### config.mk
export PLATFORM = sky130hd
export DESIGN_NAME = lcfr_ram
export DESIGN_NICKNAME = d
export VERILOG_FILES = /design/src/hw/rtl/lcfr_ram.sv
export SDC_FILE = /design/constraint.sdc
export NUM_CORES = 2
export LEC_CHECK = 0
export BUFFER_PORTS_ARGS = -buffer_cell sky130_fd_sc_hd__buf_4
export CAP_MARGIN = 10
export CORE_MARGIN = 2
export CORE_UTILIZATION = 55
export DETAILED_ROUTE_END_ITERATION = 10
export HOLD_SLACK_MARGIN = 0.06
export PLACE_DENSITY = 0.7
export SYNTH_ARGS = -nofsm -noshare
export SYNTH_HDL_FRONTEND = slang
export SYNTH_SLANG_ARGS = --single-unit
### constraint.sdc
create_clock -name clk_i -period 2.7 [get_ports clk_i]
set_input_delay 0.135 -clock clk_i [delete_from_list [all_inputs] [get_ports clk_i]]
set_output_delay 0.135 -clock clk_i [all_outputs]
set_load 0.1 [all_outputs]
### src/hw/rtl/lcfr_ram.sv
// ============================================================================
// lcfr_ram: generic simple dual-port RAM
// One write port and one read port, with the read data registered.
// ============================================================================
module lcfr_ram #(
  parameter int WIDTH = 8,
  parameter int DEPTH = 504
) (
  input  logic                     clk_i,
  input  logic                     we_i,
  input  logic [$clog2(DEPTH)-1:0] waddr_i,
  input  logic [WIDTH-1:0]         wdata_i,
  input  logic [$clog2(DEPTH)-1:0] raddr_i,
  output logic [WIDTH-1:0]         rdata_o
);

  logic [WIDTH-1:0] mem_q [DEPTH];
  logic [WIDTH-1:0] rdata_q;

  always_ff @(posedge clk_i) begin
    if (we_i) begin
      mem_q[waddr_i] <= wdata_i;
    end
    rdata_q <= mem_q[raddr_i];
  end

  assign rdata_o = rdata_q;

endmodule

# [Word level (Yosys, flattened, before mapping)]
# Memories as Yosys holds them, arrays and structs flattened. A register that Yosys moved wholly into a read port is not among the register bits.
# Index checks and enable logic that the tools add are counted.
[op_classes] mux=2
[ops] cell="$mux 1" n=2
[totals] ff_bits=0 ramBits=4032 input_bits=28 out_inout_bits=8 wordCells=3 n_memories=1
[memory_table] memory="mem_q" words=504 word_bits=8 rd=1 rd_ports_with_merged_regs=1 write_ports=1 line_no="17" source="logic [WIDTH-1:0] mem_q [DEPTH];"

# [Longest topological paths before layout]
[logic_depth] word_depth=2 depth_mapped=15 mapped_depth_nobuf=8

# [Worst setup path before layout]
# Ideal clock, no wire load.
[synth_timing] path_type="in2reg" from="input port raddr_i[0]" to="register rdata_q[0], in the netlist rdata_o[0] (read register of mem_q)" setup_ns=0.126 t_arrival_ns=2.330 path_slack_ns=0.244 path_stages=10 path_buffers=4 cell_sequence="buf_6 -> buf_12 -> buf_6 -> buf_2 -> mux4_2 -> mux4_2 -> a22oi_1 -> a31oi_1 -> a22oi_1 -> o21ai_0"
[synth_lines] element="start, declared" line_no="13" source="input logic [$clog2(DEPTH)-1:0] raddr_i,"
[synth_lines] element="end, declared" line_no="18" source="logic [WIDTH-1:0] rdata_q;"

==> flow_summary.ini <==
[routing]
first_iter_violations = 12600
post_drt_via_cell_ratio = 6.62
vias = 84300
wl_um = 434000
dr.pass1.iters = 7
wl_per_cell_um = 34.1
ant_nets = 0
drc = 0

[timing]
worstMarginPinSlew_ns = 0.982
setup_viol = 2
finalHoldViolations = 0
rsz0062_at_grt = false
slew_headroom = 0.343
fmax_mhz = 368
min_period_ns = 2.72
drv_slew = 0
min_period_over_period = 1.01
clock_skew_ns = 0.0753
whs_ns = 0.127
postLayoutSetupSlackWorst_ns = -0.0203

[cts]
cts-root-buf = clkbuf_16
cts_setup_buffers = 0
cts.sinks = 4040
htreeDepth = 5
clk_latency_ns = 1.00
clk_pin_slew_worst_paths_ns = 0.06
cts_buffers = 398
cts_tree = done
clockBufferDepth = 4

[setup_path]
end_kind = register
crit_path_end = rdata_o[7]
crit_fanout = 1
critPathKind = register to register
start_kind = register
startpoint = mem_q[199][7]
r2r_start = mem_q[199][7]
r2r_cells = 8
worstPathRequired_ns = 3.52
regToRegSetupSlack_ns = -0.02
rr_endpoint = rdata_o[7]
cp.arrival_ns = 3.54

[floorplanning]
dieArea_um2 = 290000
start_util = 0.552
io-pin-count = 36
core_um2 = 285000
fp.dieH_um = 539
rows = 196
die_x_um = 539

[synth]
ys_ff_latch = 4040
seq_area_frac_synth = 0.771
dominantRegCellSynth = edfxtp_1
netlist_instances = 7358
ys_types = 63
syn_nets = 7386
avgSynthCellArea_um2 = 21.4
yosysWarnings = 0
synth_edf_count = 4032
syn_area_um2 = 157000
synthArstFlopShare = 0

[finish]
nets = 8655
layout_commonest_cell = edfxtp_1
seq_area_um2 = 121000
postLayoutCellArea_um2 = 185000
drive_gt1_frac = 0.323
multi_input_area_um2 = 33500
instances_no_fill = 12700
num-fill-cells = 18100
area_growth_pct = 17.6
final_cell_mix = edfxtp_1, buf_4, mux4_2

[global_route]
grt_max_degree = 108
grt_pass1_vias = 83600
antenna_found_initial = 28
grt_use_total = 0.299
overflow = 0
grt_pass1_wl_um = 618000

[power_and_ir_drop]
irDropWorstVdd_mv = 0.630
p_leak_nw = 60.6
p_per_area_nw_per_um2 = 721

[place]
placed_area_um2 = 171000
dp_hpwl_um = 281000
numPortBuffers = 35
dp_cells = 12000
gp_congestion = 0.922

[run_status]
status = complete, but fails checks
violations = setup timing

[job]
cap_violations = 0

[worst_hold_path]
min_path_type = input pin to register
-- worst min-delay path by stage --
stage	startpoint	endpoint	slack [ns]	cells after the start
finish	waddr_i[7]	mem_q[304][6]	0.13	6
CTS	waddr_i[4]	mem_q[494][3]	0.07	5
detailed placement	wdata_i[2]	mem_q[138][2]	0.64	1
global placement	wdata_i[2]	mem_q[132][2]	0.62	1
floorplan	wdata_i[0]	mem_q[0][0]	0.23	0
global route	waddr_i[4]	mem_q[494][3]	0.14	5
-- cells in the mapped netlist (all sizes together), types with 6 or more instances --
master	count	area share
edfxtp	4032	0.77
mux4	927	0.13
nor2	581	0.014
mux2i	428	0.027
buf	266	0.014
clkbuf	191	0.0046
o221ai	144	0.0080
nand2	128	0.0031
a21oi	110	0.0035
o22ai	109	0.0043
o21ai	94	0.0030
nor3	48	0.0015
a22oi	44	0.0021
nand3	38	0.0012
a211oi	17	0.00081
a31oi	16	0.00064
and2	16	0.00064
nor2b	14	0.00056
a221oi	13	0.00072
mux2	12	0.00086
nor4	12	0.00048
a2111oi	10	0.00056
dfxtp	8	0.0010
nand2b	8	0.00032
nand4	7	0.00028
o211ai	7	0.00033
a311oi	6	0.00033
inv	6	0.00014
-- state kept, by name, indices dropped and copies added (netlist names) --
register	cells
mem_q	4032
rdata_o	8
-- layout make-up --
class                           instances  area share
Multi-Input combinational cell       2855       0.181
Clock inverter                        258      0.0158
Clock buffer                          477      0.0556
Tap cell                             3762      0.0255
Inverter                                6    0.000196
Timing Repair Buffer                 1326      0.0659
Sequential cell                      4040       0.656
Antenna cell                           17    0.000230
-- per-stage QoR --
stage | utilization | total power [mW] | setup TNS [ns] | worst slack, ns
after global placement | 0.602 | 78.1 | -6.56 | -1.05
final | 0.650 | 133 | -0.0294 | -0.0203
after detailed placement | 0.602 | 78.3 | -7.23 | -1.05
after CTS | 0.649 | 133 | 0 | 0.00176
after floorplan | - | 74.0 | 0 | 0.244
after global routing | 0.649 | 136 | 0 | 0.000354
-- layer usage --
metal | vias to the layer above | wire length [µm] | track usage
met5 | - | 152 | 0
met4 | 22 | 21300 | 0.132
met3 | 955 | 47900 | 0.0591
met2 | 5648 | 207000 | 0.468
met1 | 44200 | 158000 | 0.414
li1 | 33400 | - | -
-- critical path: stages, from the launching register on --
cell      delay, ns
edfxtp_1       0.37
mux4_2         0.48
mux4_2         0.58
a22oi_1        0.19
buf_4          0.16
a21oi_1        0.09
nor2_4         0.22
nor2_1         0.14
a311o_1        0.33
-- power breakdown --
group / total (mW) / switching, mW / leakage, nW / internal [mW]
clock: 56.1 / 24.2 / 6.41 / 31.9
combinational: 8.02 / 4.97 / 17.9 / 3.05
sequential: 69.1 / 0.0911 / 36.3 / 69.0
-- repair_timing --
action,CTS,global route
hold endpoints to repair,3392,0
gates resized for setup,25,19
pin swaps,2,6
setup endpoints to repair,7,7
hold buffers,19,0
-- logic make-up after synthesis --
group | after synthesis | synth area share
AOI/OAI and AO/OA | 611 | 0.0266
muxes | 1367 | 0.161
buffers and inverters | 463 | 0.0183
and+or+nand+nor | 877 | 0.0231
DFF | 4040 | 0.771
No activity file was read; power rests on OpenSTA's default activity.
