**src/hw/rtl/lcfr_pkg.sv**
```systemverilog
// ============================================================================
// lcfr_pkg: shared types and constants of the line and circle rasterizer
// Default screen geometry, coordinate and residual widths, the command
// codes and the pixel request that passes from the line stepper to the top.
// ============================================================================
package lcfr_pkg;

  // Default screen geometry: columns, and pages of eight pixel rows.
  localparam int DEF_SCREEN_COLUMNS = 84;
  localparam int DEF_SCREEN_PAGES   = 6;

  // Pixels per stored byte, and the bits of a row that select the bit.
  localparam int PIX_PER_BYTE = 8;
  localparam int PIX_BITS     = $clog2(PIX_PER_BYTE);

  // Field widths of the command and result beats.
  localparam int COORD_IN_W = 9;
  localparam int RAD_W      = 7;
  localparam int IDX_W      = 9;
  localparam int DATA_W     = 8;

  // Internal coordinates hold a circle center plus or minus the radius.
  localparam int CRD_W = 11;
  // Signed cross-product residual of the line search.
  localparam int RES_W = 22;
  // Squared radius, and the signed distance residual of the circle search.
  localparam int RSQ_W  = 2 * RAD_W;
  localparam int CRES_W = RSQ_W + 2;
  // Signed column and row offsets from the circle center.
  localparam int DX_W = RAD_W + 1;

  typedef enum logic [1:0] {
    ACT_CLEAR  = 2'd0,
    ACT_LINE   = 2'd1,
    ACT_CIRCLE = 2'd2,
    ACT_READ   = 2'd3
  } action_e;

  // One pixel that the line stepper wants ORed into the store.
  typedef struct packed {
    logic                    valid;
    logic signed [CRD_W-1:0] x;
    logic signed [CRD_W-1:0] y;
  } plot_t;

endpackage

```
**src/hw/rtl/lcfr_line.sv**
```systemverilog
// ============================================================================
// lcfr_line: line stepper
// Walks the longer axis of a line and, for each step, scans the shorter
// axis one position a cycle for the smallest cross-product residual.
// ============================================================================
module lcfr_line (
  input  logic                             clk_i,
  input  logic                             rst_ni,
  input  logic                             start_i,
  input  logic signed [lcfr_pkg::CRD_W-1:0] x0_i,
  input  logic signed [lcfr_pkg::CRD_W-1:0] y0_i,
  input  logic signed [lcfr_pkg::CRD_W-1:0] x1_i,
  input  logic signed [lcfr_pkg::CRD_W-1:0] y1_i,
  input  logic                             plot_ack_i,
  output lcfr_pkg::plot_t                  plot_o,
  output logic                             busy_o
);

  import lcfr_pkg::*;

  localparam logic [1:0] L_IDLE = 2'd0;
  localparam logic [1:0] L_MUL  = 2'd1;
  localparam logic [1:0] L_SCAN = 2'd2;
  localparam logic [1:0] L_PLOT = 2'd3;

  logic [1:0] state_q;
  logic       plot_valid_q;

  logic signed [CRD_W-1:0] lx, hx, ly, hy, dx, dy;
  logic                    xmaj;
  logic signed [RES_W-1:0] dxw, dyw;

  logic                    xmaj_q, swap_x_q, swap_y_q;
  logic signed [CRD_W-1:0] a_q, a_hi_q, b_q, b_lo_q, b_hi_q, best_b_q;
  logic signed [CRD_W-1:0] dx_q, dy_q, plot_x_q, plot_y_q;
  logic signed [RES_W-1:0] row_q, r_q, step_a_q, step_b_q, prod;
  logic [RES_W-2:0]        best_q, r_abs;
  logic                    take;
  logic signed [CRD_W-1:0] pick_b;

  // Bounding box and major axis of the requested line; ties go to y.
  assign lx   = (x0_i < x1_i) ? x0_i : x1_i;
  assign hx   = (x0_i < x1_i) ? x1_i : x0_i;
  assign ly   = (y0_i < y1_i) ? y0_i : y1_i;
  assign hy   = (y0_i < y1_i) ? y1_i : y0_i;
  assign dx   = x1_i - x0_i;
  assign dy   = y1_i - y0_i;
  assign xmaj = (hx - lx) > (hy - ly);
  assign dxw  = RES_W'(dx);
  assign dyw  = RES_W'(dy);

  assign prod   = RES_W'(dx_q) * RES_W'(dy_q);
  assign r_abs  = r_q[RES_W-1] ? (RES_W-1)'(-r_q) : r_q[RES_W-2:0];
  assign take   = r_abs < best_q;
  assign pick_b = take ? b_q : best_b_q;

  always_ff @(posedge clk_i or negedge rst_ni) begin
    if (!rst_ni) begin
      state_q      <= L_IDLE;
      plot_valid_q <= 1'b0;
    end else begin
      unique case (state_q)
        L_IDLE: begin
          if (start_i) begin
            state_q <= L_MUL;
          end
        end
        L_MUL: state_q <= L_SCAN;
        L_SCAN: begin
          if (b_q == b_hi_q) begin
            state_q      <= L_PLOT;
            plot_valid_q <= 1'b1;
          end
        end
        L_PLOT: begin
          if (plot_ack_i) begin
            plot_valid_q <= 1'b0;
            state_q      <= (a_q == a_hi_q) ? L_IDLE : L_SCAN;
          end
        end
        default: state_q <= L_IDLE;
      endcase
    end
  end

  always_ff @(posedge clk_i) begin
    unique case (state_q)
      L_IDLE: begin
        xmaj_q   <= xmaj;
        a_q      <= xmaj ? lx : ly;
        a_hi_q   <= xmaj ? hx : hy;
        b_q      <= xmaj ? ly : lx;
        b_lo_q   <= xmaj ? ly : lx;
        b_hi_q   <= xmaj ? hy : hx;
        dx_q     <= dx;
        dy_q     <= dy;
        swap_x_q <= x1_i < x0_i;
        swap_y_q <= y1_i < y0_i;
        step_a_q <= xmaj ? dyw : -dxw;
        step_b_q <= xmaj ? -dxw : dyw;
        best_q   <= '1;
      end
      L_MUL: begin
        // Residual at the low corner of the box is dx*dy times the
        // difference of the two swap flags.
        if (swap_x_q == swap_y_q) begin
          row_q <= '0;
          r_q   <= '0;
        end else if (swap_x_q) begin
          row_q <= prod;
          r_q   <= prod;
        end else begin
          row_q <= -prod;
          r_q   <= -prod;
        end
      end
      L_SCAN: begin
        best_q   <= take ? r_abs : best_q;
        best_b_q <= pick_b;
        if (b_q == b_hi_q) begin
          plot_x_q <= xmaj_q ? a_q : pick_b;
          plot_y_q <= xmaj_q ? pick_b : a_q;
        end else begin
          b_q <= b_q + CRD_W'(1);
          r_q <= r_q + step_b_q;
        end
      end
      L_PLOT: begin
        if (plot_ack_i) begin
          a_q    <= a_q + CRD_W'(1);
          row_q  <= row_q + step_a_q;
          r_q    <= row_q + step_a_q;
          b_q    <= b_lo_q;
          best_q <= '1;
        end
      end
      default: ;
    endcase
  end

  assign plot_o.valid = plot_valid_q;
  assign plot_o.x     = plot_x_q;
  assign plot_o.y     = plot_y_q;
  assign busy_o       = state_q != L_IDLE;

endmodule

```
**config.mk**
```make
export PLATFORM = sky130hd
export DESIGN_NAME = lcfr_line
export DESIGN_NICKNAME = d
export VERILOG_FILES = /design/src/hw/rtl/lcfr_pkg.sv /design/src/hw/rtl/lcfr_line.sv
export SDC_FILE = /design/constraint.sdc
export NUM_CORES = 1
export LEC_CHECK = 0
export BUFFER_PORTS_ARGS = -buffer_cell sky130_fd_sc_hd__buf_2
export CORE_ASPECT_RATIO = 1.5
export CORE_MARGIN = 10
export CORE_UTILIZATION = 35
export CTS_BUF_LIST = sky130_fd_sc_hd__clkbuf_4 sky130_fd_sc_hd__clkbuf_8
export CTS_CLUSTER_DIAMETER = 40
export CTS_CLUSTER_SIZE = 20
export DETAILED_ROUTE_END_ITERATION = 8
export PLACE_DENSITY = 0.57
export SLEW_MARGIN = 20
export SYNTH_ARGS = -nofsm -noshare
export SYNTH_HDL_FRONTEND = slang
export SYNTH_SLANG_ARGS = --single-unit
```
**constraint.sdc**
```tcl
create_clock -name clk_i -period 10.73 [get_ports clk_i]
set_clock_uncertainty 0.05 [all_clocks]
set_input_delay 0.5365 -clock clk_i [delete_from_list [all_inputs] [get_ports clk_i]]
set_output_delay 0.5365 -clock clk_i [all_outputs]
set_load 0.02 [all_outputs]
```
# ---- Word-level counts from Yosys, hierarchy flattened
# Cells that the tools add are included.
dict set report word_totals {
  register_bits 225
}
dict set report op_classes {
  eq_ne 11
  addsub 11
  n_mux 36
  magnitude_cmp 6
  n_reduce_logical 15
  multipliers 1
}
# op count
set ops {}
lappend ops {{11-bit two-way mux} 14}
lappend ops {{22-bit two-way mux} 6}
lappend ops {{22-bit one-hot mux with 3 select lines} 1}
lappend ops {{21-bit two-way mux} 3}
lappend ops {{21-bit one-hot mux with 3 select lines} 1}
lappend ops {{22-bit adder} 2}
lappend ops {{11-bit less-than comparator} 4}
lappend ops {{22-bit one-hot mux with 2 select lines} 1}
lappend ops {{11-bit subtractor} 4}
lappend ops {{11-bit one-hot mux with 3 select lines} 1}
lappend ops {{11-bit by 2-bit adder with 11-bit output (second input constant)} 2}
lappend ops {{11-bit equality test} 2}
lappend ops {{11-bit by 11-bit multiplier with 22-bit output} 1}
lappend ops {{11-bit negation with 22-bit output} 1}
lappend ops {{22-bit negation} 1}
lappend ops {{11-bit one-hot mux with 2 select lines} 1}
lappend ops {{21-bit less-than comparator} 1}
lappend ops {{21-bit negation} 1}
lappend ops {{3-bit AND reduction} 5}
lappend ops {{11-bit > comparator} 1}
lappend ops {{2-bit inequality test (second input constant)} 5}
lappend ops {{2-bit two-way mux} 4}
lappend ops {{2-bit one-hot mux with 4 select lines} 1}
lappend ops {{2-bit nonzero test} 4}
lappend ops {{other kinds (8)} 13}

# ---- Depth between registers and ports, before layout
# Gate-level depths: netlist (run 1).
dict set report depth {
  depth_word 6
  ltp_mapped 29
  depth_no_buf 24
}

# ---- Worst setup path after synthesis (run 1)
# OpenSTA, ideal clock, no wires.
dict set report synth_path {
  path_kind {reg-to-reg}
  startpoint {register dx_q[0]}
  endpoint {register r_q[19] (data pin)}
  arrival_time_ps 5544
  stages_incl_launch_ff 22
  setup_slack_ps 4862
  synth_period_minus_slack_ps 5868
  path_cell_list {edfxtp_1 > clkbuf_1 > nand2b_1 > fa_1 > fa_1 > inv_1 > fa_1 > fa_1 > inv_1 > fa_1 > inv_1 > ha_1 > o21ai_0 > o21bai_1 > and3_1 > a221oi_2 > a21oi_1 > o221ai_1 > and4bb_1 > or2_1 > xnor2_1 > o221ai_1}
}
dict set report synth_between {
  elab_chain_cells 5
}
# item line_no
set synth_rtl {}
lappend synth_rtl {{from (decl)} lcfr_line.sv:35} ;# logic signed [CRD_W-1:0] dx_q, dy_q, plot_x_q, plot_y_q;
lappend synth_rtl {{from (signal assigned)} lcfr_line.sv:95} ;# dx_q <= dx;
lappend synth_rtl {{11-bit by 11-bit multiplier with 22-bit output (*)} lcfr_line.sv:52} ;# assign prod = RES_W'(dx_q) * RES_W'(dy_q);
lappend synth_rtl {{22-bit negation} lcfr_line.sv:114} ;# r_q <= -prod;
lappend synth_rtl {{22-bit two-way mux (*)} lcfr_line.sv:109} ;# end else if (swap_x_q) begin
lappend synth_rtl {{22-bit two-way mux (*)} lcfr_line.sv:106} ;# if (swap_x_q == swap_y_q) begin
lappend synth_rtl {{22-bit one-hot mux with 3 select lines (*)} lcfr_line.sv:87} ;# unique case (state_q)
lappend synth_rtl {{to (signal assigned)} lcfr_line.sv:111} ;# r_q <= prod;
lappend synth_rtl {{to (signal assigned)} lcfr_line.sv:114}
lappend synth_rtl {{to (signal assigned)} lcfr_line.sv:125} ;# r_q <= r_q + step_b_q;
lappend synth_rtl {{to (decl)} lcfr_line.sv:36} ;# logic signed [RES_W-1:0] row_q, r_q, step_a_q, step_b_q, prod;
# Mark *: on every way between the ends. The rest lies on a longest branch, timed or not.
# A chain may end at the register's enable or synchronous reset.

# ---- Worst setup path in the final report (run 1)
dict set report layout_path {
  startpoint {register dx_q[0]}
  endpoint {register r_q[20] (data pin)}
}
# Same word-level chain as after synthesis.

==> reports/qor.csv, run 1 <==
stage,metric,value,unit
outcome,status,finished clean,
finish,area_growth,8.28,%
critical_path,slowest_delay,0.63,ns
finish,n_fill_cell,5983,
logic_synthesis,syn_nets,2488,
critical_path,rr_worst_depth,20,
clocking,path_clk_slew,0.11,ns
floorplan,dieArea,69900,um^2
placement,gp_congestion,0.938,
critical_path,crit_top_cell,fa_1,
critical_path,crit_slowest_cell,edfxtp_1,
critical_path,cp-start-kind,flip-flop,
routing,drt.antenna.violating_nets,0,
global_routing,grt_pass1_vias,16600,
logic_synthesis,ys_seq_elements,225,
sta,fin_crit_sh,62.9,%
critical_path,cp_data_required_time,11.03,ns
logic_synthesis,synthTopCellsByArea,"edfxtp_1, fa_1, ha_1",
routing,drt-initial-drc-count,863,
critical_path,criticalPathCategory,reg2reg,
logic_synthesis,netlist_instances,2166,
floorplan,die_h,319,um
floorplan,rows,109,
sta,max_freq,148,MHz
clocking,numCtsBuffers,25,
logic_synthesis,synth_top_area_share,32.0,%
logic_synthesis,ys_seq_area_share,32.4,%
global_routing,grt_max_degree,77,
placement,hpwl,47900,um
sta,worst_pin_slew,1.03,ns
routing,wirelength,59900,um
critical_path,r2r_setup_slack,3.98,ns
logic_synthesis,synth_edf_count,222,
global_routing,overflow,0,
sta,finalSetupTns,0,ns
logic_synthesis,synthFlopType,edfxtp_1,
finish,drive_above_1_share,10.4,%
logic_synthesis,netlist_area,20800,um^2
logic_synthesis,yosys.area.top_type,edfxtp_1,
clocking,tritoncts,yes,
floorplan,ios,72,
routing,drc_errors,0,
logic_synthesis,yosysMostFrequentCell,inv_1,
clocking,htree_num_levels,1,
global_routing,grt_pass1_wl,93600,um
critical_path,worstSetupEndpointType,flip-flop,
logic_synthesis,ys_top_cells_by_count,"inv_1, nand2_1, edfxtp_1, ha_1, a21oi_1",
global_routing,track_usage,17.1,%
sta,setup_viol,0,
logic_synthesis,ys_warn_count,0,
sta,finalHoldViolCount,0,
sta,drv_slew,0,
floorplan,start_util,35.4,%
clocking,root_buffer,clkbuf_8,
clocking,cts.repair.resized,0,
routing,avgViaCountPerCell,5.32,
critical_path,arrival,7.05,ns
routing,wire_per_inst,20.0,um
critical_path,crit_fanout,12,
logic_synthesis,synthDistinctLibCells,91,
critical_path,worstReg2RegEnd,r_q[20],
global_routing,antenna_found_initial,1,
run,drv_cap,0,
hold_path,min_path_type,in2async,
placement,port_buffers,71,
logic_synthesis,synthArstFlopShare,1.33,%
floorplan,fp.dieW,219,um
critical_path,crit_chain,nand2b_1 > fa_1 > fa_1 > inv_1 > fa_1 > fa_1 > inv_1 > fa_1 > inv_1 > ha_1 > nor3_1 > o21bai_1 > a31o_1 > a21oi_1 > xor2_1 > o21ai_2 > nor4_1 > a31oi_1 > xor2_1 > o221ai_1,
logic_synthesis,avgSynthCellArea,9.62,um^2
clocking,cts_setup_buffers,0,
sta,slew_headroom,31.0,%
critical_path,timing.rr.start,dx_q[0],
routing,first_pass_iters,5,
clocking,clock_latency,0.62,ns
routing,vias,15900,
finish,nets,2515,
clocking,cts.sinks,225,
sta,rsz0062_at_grt,no,
floorplan,core_area,58900,um^2
sta,period_needed,6.75,ns
clocking,cts_max_path_buffers,3,
[how the worst max path moves through the flow]
stage                     depth (start not counted)  slack [ns]            to  startpoint
final                                            20        3.98       r_q[20]     dx_q[0]
after global routing                             25        3.65  step_a_q[11]     x0_i[6]
after CTS                                        19        4.04       r_q[21]     dx_q[2]
after detailed placement                         25        3.53  step_a_q[10]     x0_i[6]
after global placement                           25        3.54  step_a_q[10]     x0_i[6]
after floorplan                                  21        4.86       r_q[19]     dx_q[0]
[kinds of logic (layout without fill, tap and decap cells)]
group,after synthesis,after routing,share of synthesized area [%]
DFF,225,225,32.4
AOI/OAI and AO/OA,483,483,15.6
and+or+nand+nor,608,608,14.1
adders and majority gates,274,274,20.8
xor gates and xnor gates,165,165,6.94
other,0,1,0
muxes,79,79,4.01
buffers and inverters,332,377,6.19
[layout make-up]
type / instances / area [um^2] / share of cell area (%)
Antenna cell: 1 / 2.50 / 0.0111
Clock buffer: 25 / 344 / 1.53
Clock inverter: 20 / 209 / 0.926
Inverter: 240 / 901 / 3.99
Multi-Input combinational cell: 1609 / 12900 / 57.1
Sequential cell: 225 / 6740 / 29.9
Tap cell: 777 / 972 / 4.31
Timing Repair Buffer: 92 / 515 / 2.29
[placed cells by master, fill, tap and decap left out, drive strengths merged, types with 7 or more instances in the layout]
| master | netlist | layout |
|---|---|---|
| mux2 | 35 | 35 |
| or2 | 27 | 27 |
| a211oi | 14 | 14 |
| xnor2 | 102 | 102 |
| a211o | 7 | 7 |
| edfxtp | 222 | 222 |
| a21boi | 12 | 12 |
| buf | 28 | 91 |
| nand2b | 23 | 23 |
| mux2i | 44 | 44 |
| o21a | 22 | 22 |
| a21o | 46 | 46 |
| clkbuf | 64 | 25 |
| xor2 | 63 | 63 |
| o221ai | 8 | 8 |
| o311ai | 7 | 7 |
| nand2 | 224 | 224 |
| o21bai | 11 | 11 |
| inv | 240 | 251 |
| and2 | 61 | 61 |
| fa | 121 | 121 |
| ha | 153 | 153 |
| o211ai | 18 | 18 |
| nor2 | 114 | 114 |
| nand4 | 16 | 16 |
| nor2b | 12 | 12 |
| a21oi | 128 | 128 |
| and3 | 15 | 15 |
| a31oi | 8 | 8 |
| o21ai | 108 | 108 |
| nor4 | 14 | 14 |
| or3 | 12 | 12 |
| nor3 | 22 | 22 |
| o31ai | 30 | 30 |
| nand3 | 46 | 46 |
| clkinv | 0 | 7 |
| a22oi | 17 | 17 |
| a2111oi | 7 | 7 |
[worst max-delay path: cells and delay by family (launching register included)]
kind	cells	cell delay, ns
AND/OR/NAND/NOR	3	0.81
buffers and inverters	3	0.16
adder cells (fa/ha/maj)	6	2.90
AO/OA/AOI/OAI	6	1.02
flip-flops	1	0.63
XOR/XNOR	2	0.94
[metrics by stage]
stage	std cells	util (%)	worst slack (ns)	hold WS, ns	cell area (um^2)
floorplan	2166	-	4.86	0.191	20800
global placement	2942	37.3	3.54	0.282	22000
detailed placement	2942	37.3	3.53	0.283	22000
CTS	2988	38.3	4.04	0.135	22500
global route	2989	38.3	3.65	0.156	22600
finish	2989	38.3	3.98	0.179	22600
[timing repair]
action | 4_1_cts | 5_1_grt
endpoints found under the setup margin | 0 | 0
endpoints found under the hold margin | 3 | 0
hold buffers | 1 | 0
[flip-flops by register name, summed over array words and instances, names as in the netlist, 11 cells and up]
register	count
b_lo_q	11
b_hi_q	11
dx_q	11
row_q	22
plot_y_q	11
step_a_q	22
a_hi_q	11
step_b_q	22
a_q	11
r_q	22
dy_q	11
best_q	21
best_b_q	11
plot_x_q	11
b_q	11
[per-layer routing]
layer	up-vias	share of wire (%)	GRT usage [%]
met2	348	54	32.0
met5	-	0	0
li1	7616	-	-
met4	0	6.7	10.3
met1	7819	37	18.0
met3	131	3.1	1.48
Power of run 1 is left out: the tool's default activity adds up to more than one toggle a clock period on the data nets, which glitch-free logic cannot reach.
==> run 2, diff against run 1 <==
- clock period: 10.73 -> 6.37 ns (I/O delays scaled with it)
==> run 2 against run 1 <==
Effect of this change: worst hold slack got worse by 0.13 ns; cell count rose by 2.7%; design area rose by 3.7%; largest cell class unchanged; critical path type unchanged; count of clock-buffer cells in the layout rose by 3.
==> reports/qor.csv, run 2 (synthesized netlist as in run 1, its figures left out) <==
stage,metric,value,unit,change
critical_path,worstSetupEndpointType,flip-flop,,
finish,nets,2593,,+3.1%
routing,wire_per_inst,21.0,um,+4.7%
finish,fin_cells,3070,,+2.7%
sta,drv_slew,0,,unchanged
routing,wl_met1,23000,um,+4.8%
placement,placed_area,22300,um^2,+1.7%
clocking,tritoncts,yes,,
global_routing,grt_max_degree,57,,-26%
routing,first_pass_iters,5,,unchanged
hold_path,min_path_type,in2reg,,
finish,final_area,23400,um^2,+3.7%
critical_path,cp_data_required_time,6.68,ns,-4.35 ns
clocking,numCtsBuffers,27,,+8.0%
critical_path,cp-start-kind,flip-flop,,
clocking,root_buffer,clkbuf_8,,
clocking,path_clk_slew,0.09,ns,-0.02 ns
placement,port_buffers,71,,unchanged
critical_path,criticalPathCategory,reg2reg,,
global_routing,grt_pass1_wl,98300,um,+5.0%
sta,period_needed,6.14,ns,-0.614 ns
global_routing,track_usage,18.1,%,+1.0 points
finish,area_growth,12.3,%,
sta,setup_viol,0,,unchanged
routing,drt.antenna.violating_nets,0,,unchanged
floorplan,rows,109,,unchanged
global_routing,grt_pass1_vias,17100,,+3.0%
finish,drive_above_1_share,14.3,%,+3.9 points
outcome,status,finished clean,,
routing,drt-initial-drc-count,778,,-9.8%
floorplan,ios,72,,unchanged
critical_path,crit_fanout,7,,-5
routing,wirelength,64400,um,+7.6%
routing,avgViaCountPerCell,5.31,,-0.23%
sta,finalHoldViolCount,0,,unchanged
critical_path,r2r_setup_slack,0.23,ns,-3.75 ns
sta,fin_hold_ws,0.0514,ns,-0.127 ns
clocking,htree_num_levels,1,,unchanged
clocking,cts_max_path_buffers,3,,unchanged
run,drv_cap,0,,unchanged
placement,hpwl,52000,um,+8.5%
routing,wl_met2,35000,um,+9.0%
sta,slew_headroom,29.3,%,-1.7 points
finish,layout_commonest_cell,inv_1,,
global_routing,overflow,0,,unchanged
placement,gp_congestion,1.02,,+8.5%
clocking,clock_latency,0.66,ns,+0.04 ns
placement,dp_cells,2984,,+1.4%
routing,drc_errors,0,,unchanged
routing,dr_wl_met3,1830,um,-1.1%
sta,worst_pin_slew,1.05,ns,+0.0246 ns
finish,final_cell_mix,"inv_1, nand2_1, edfxtp_1",,
floorplan,core_area,58900,um^2,unchanged
routing,highest_layer,met4,,
clocking,cts.sinks,225,,unchanged
floorplan,fp.dieW,219,um,unchanged
sta,fin_crit_sh,96.4,%,+33 points
floorplan,start_util,35.4,%,unchanged
sta,max_freq,163,MHz,+10%
floorplan,die_h,319,um,unchanged
critical_path,arrival,6.44,ns,-0.61 ns
global_routing,antenna_found_initial,1,,unchanged
floorplan,dieArea,69900,um^2,unchanged
routing,vias,16300,,+2.5%
run 2: worst max-delay path, cell delays in order (launching register included):
cell and delay [ns]:
edfxtp_1 0.46, buf_6 0.17, nand2_1 0.08, fa_1 0.51
fa_1 0.51, inv_1 0.04, ha_1 0.31, fa_1 0.54
inv_1 0.06, fa_1 0.54, inv_1 0.05, ha_1 0.35
o21ai_1 0.13, o21bai_2 0.12, a211oi_1 0.25, a21oi_1 0.17
nor3_1 0.51, nor3b_1 0.32, xnor2_1 0.10, a22oi_1 0.32
buf_4 0.19, o21ai_0 0.13
run 2: final timing paths:
| path | from | end | cells past startpoint |
|---|---|---|---|
| max reg2reg | dx_q[3] | row_q[12] | 21 |
| max | dx_q[3] | row_q[12] | 21 |
| min | start_i | state_q[1] | 4 |
| min reg2reg | plot_valid_q | plot_valid_q | 2 |
| max in group asynchronous | rst_ni | plot_valid_q | 3 |
| min in group asynchronous | rst_ni | state_q[1] | 3 |
run 2: area by class of cell:
type,instances,area (um^2)
diodes,1,2.50
clock buffers,28,379
clock inverters,22,260
fillers,5863,35500
inverters,240,901
multi-input cells,1609,13000
flip-flops and latches,225,6740
well taps,777,972
repair buffers,168,1140
run 2: repair_timing:
item / CTS / global route
setup buffers: 0 / 32
setup endpoints to repair: 1 / 19
pin swaps: 0 / 13
resized for setup: 1 / 21
hold endpoints to repair: 4 / 0
hold buffers: 3 / 0
run 2: metrics by stage:
stage | utilization, % | worst slack, ns | TNS [ns]
3_3_place_gp | 37.9 | -0.196 | -0.236
6_report | 39.7 | 0.232 | 0
5_1_grt | 39.7 | -0.0484 | -0.156
2_1_floorplan | - | 0.502 | 0
4_1_cts | 39.1 | 0.00656 | 0
3_5_place_dp | 37.9 | -0.202 | -0.248
run 2: routing by layer:
layer / up-vias / global-route usage (%)
li1: 7769 / -
met1: 8051 / 18.2
met2: 348 / 34.8
met3: 139 / 1.50
met4: 0 / 11.5
met5: - / 0
Power of run 2 is left out for the same reason.
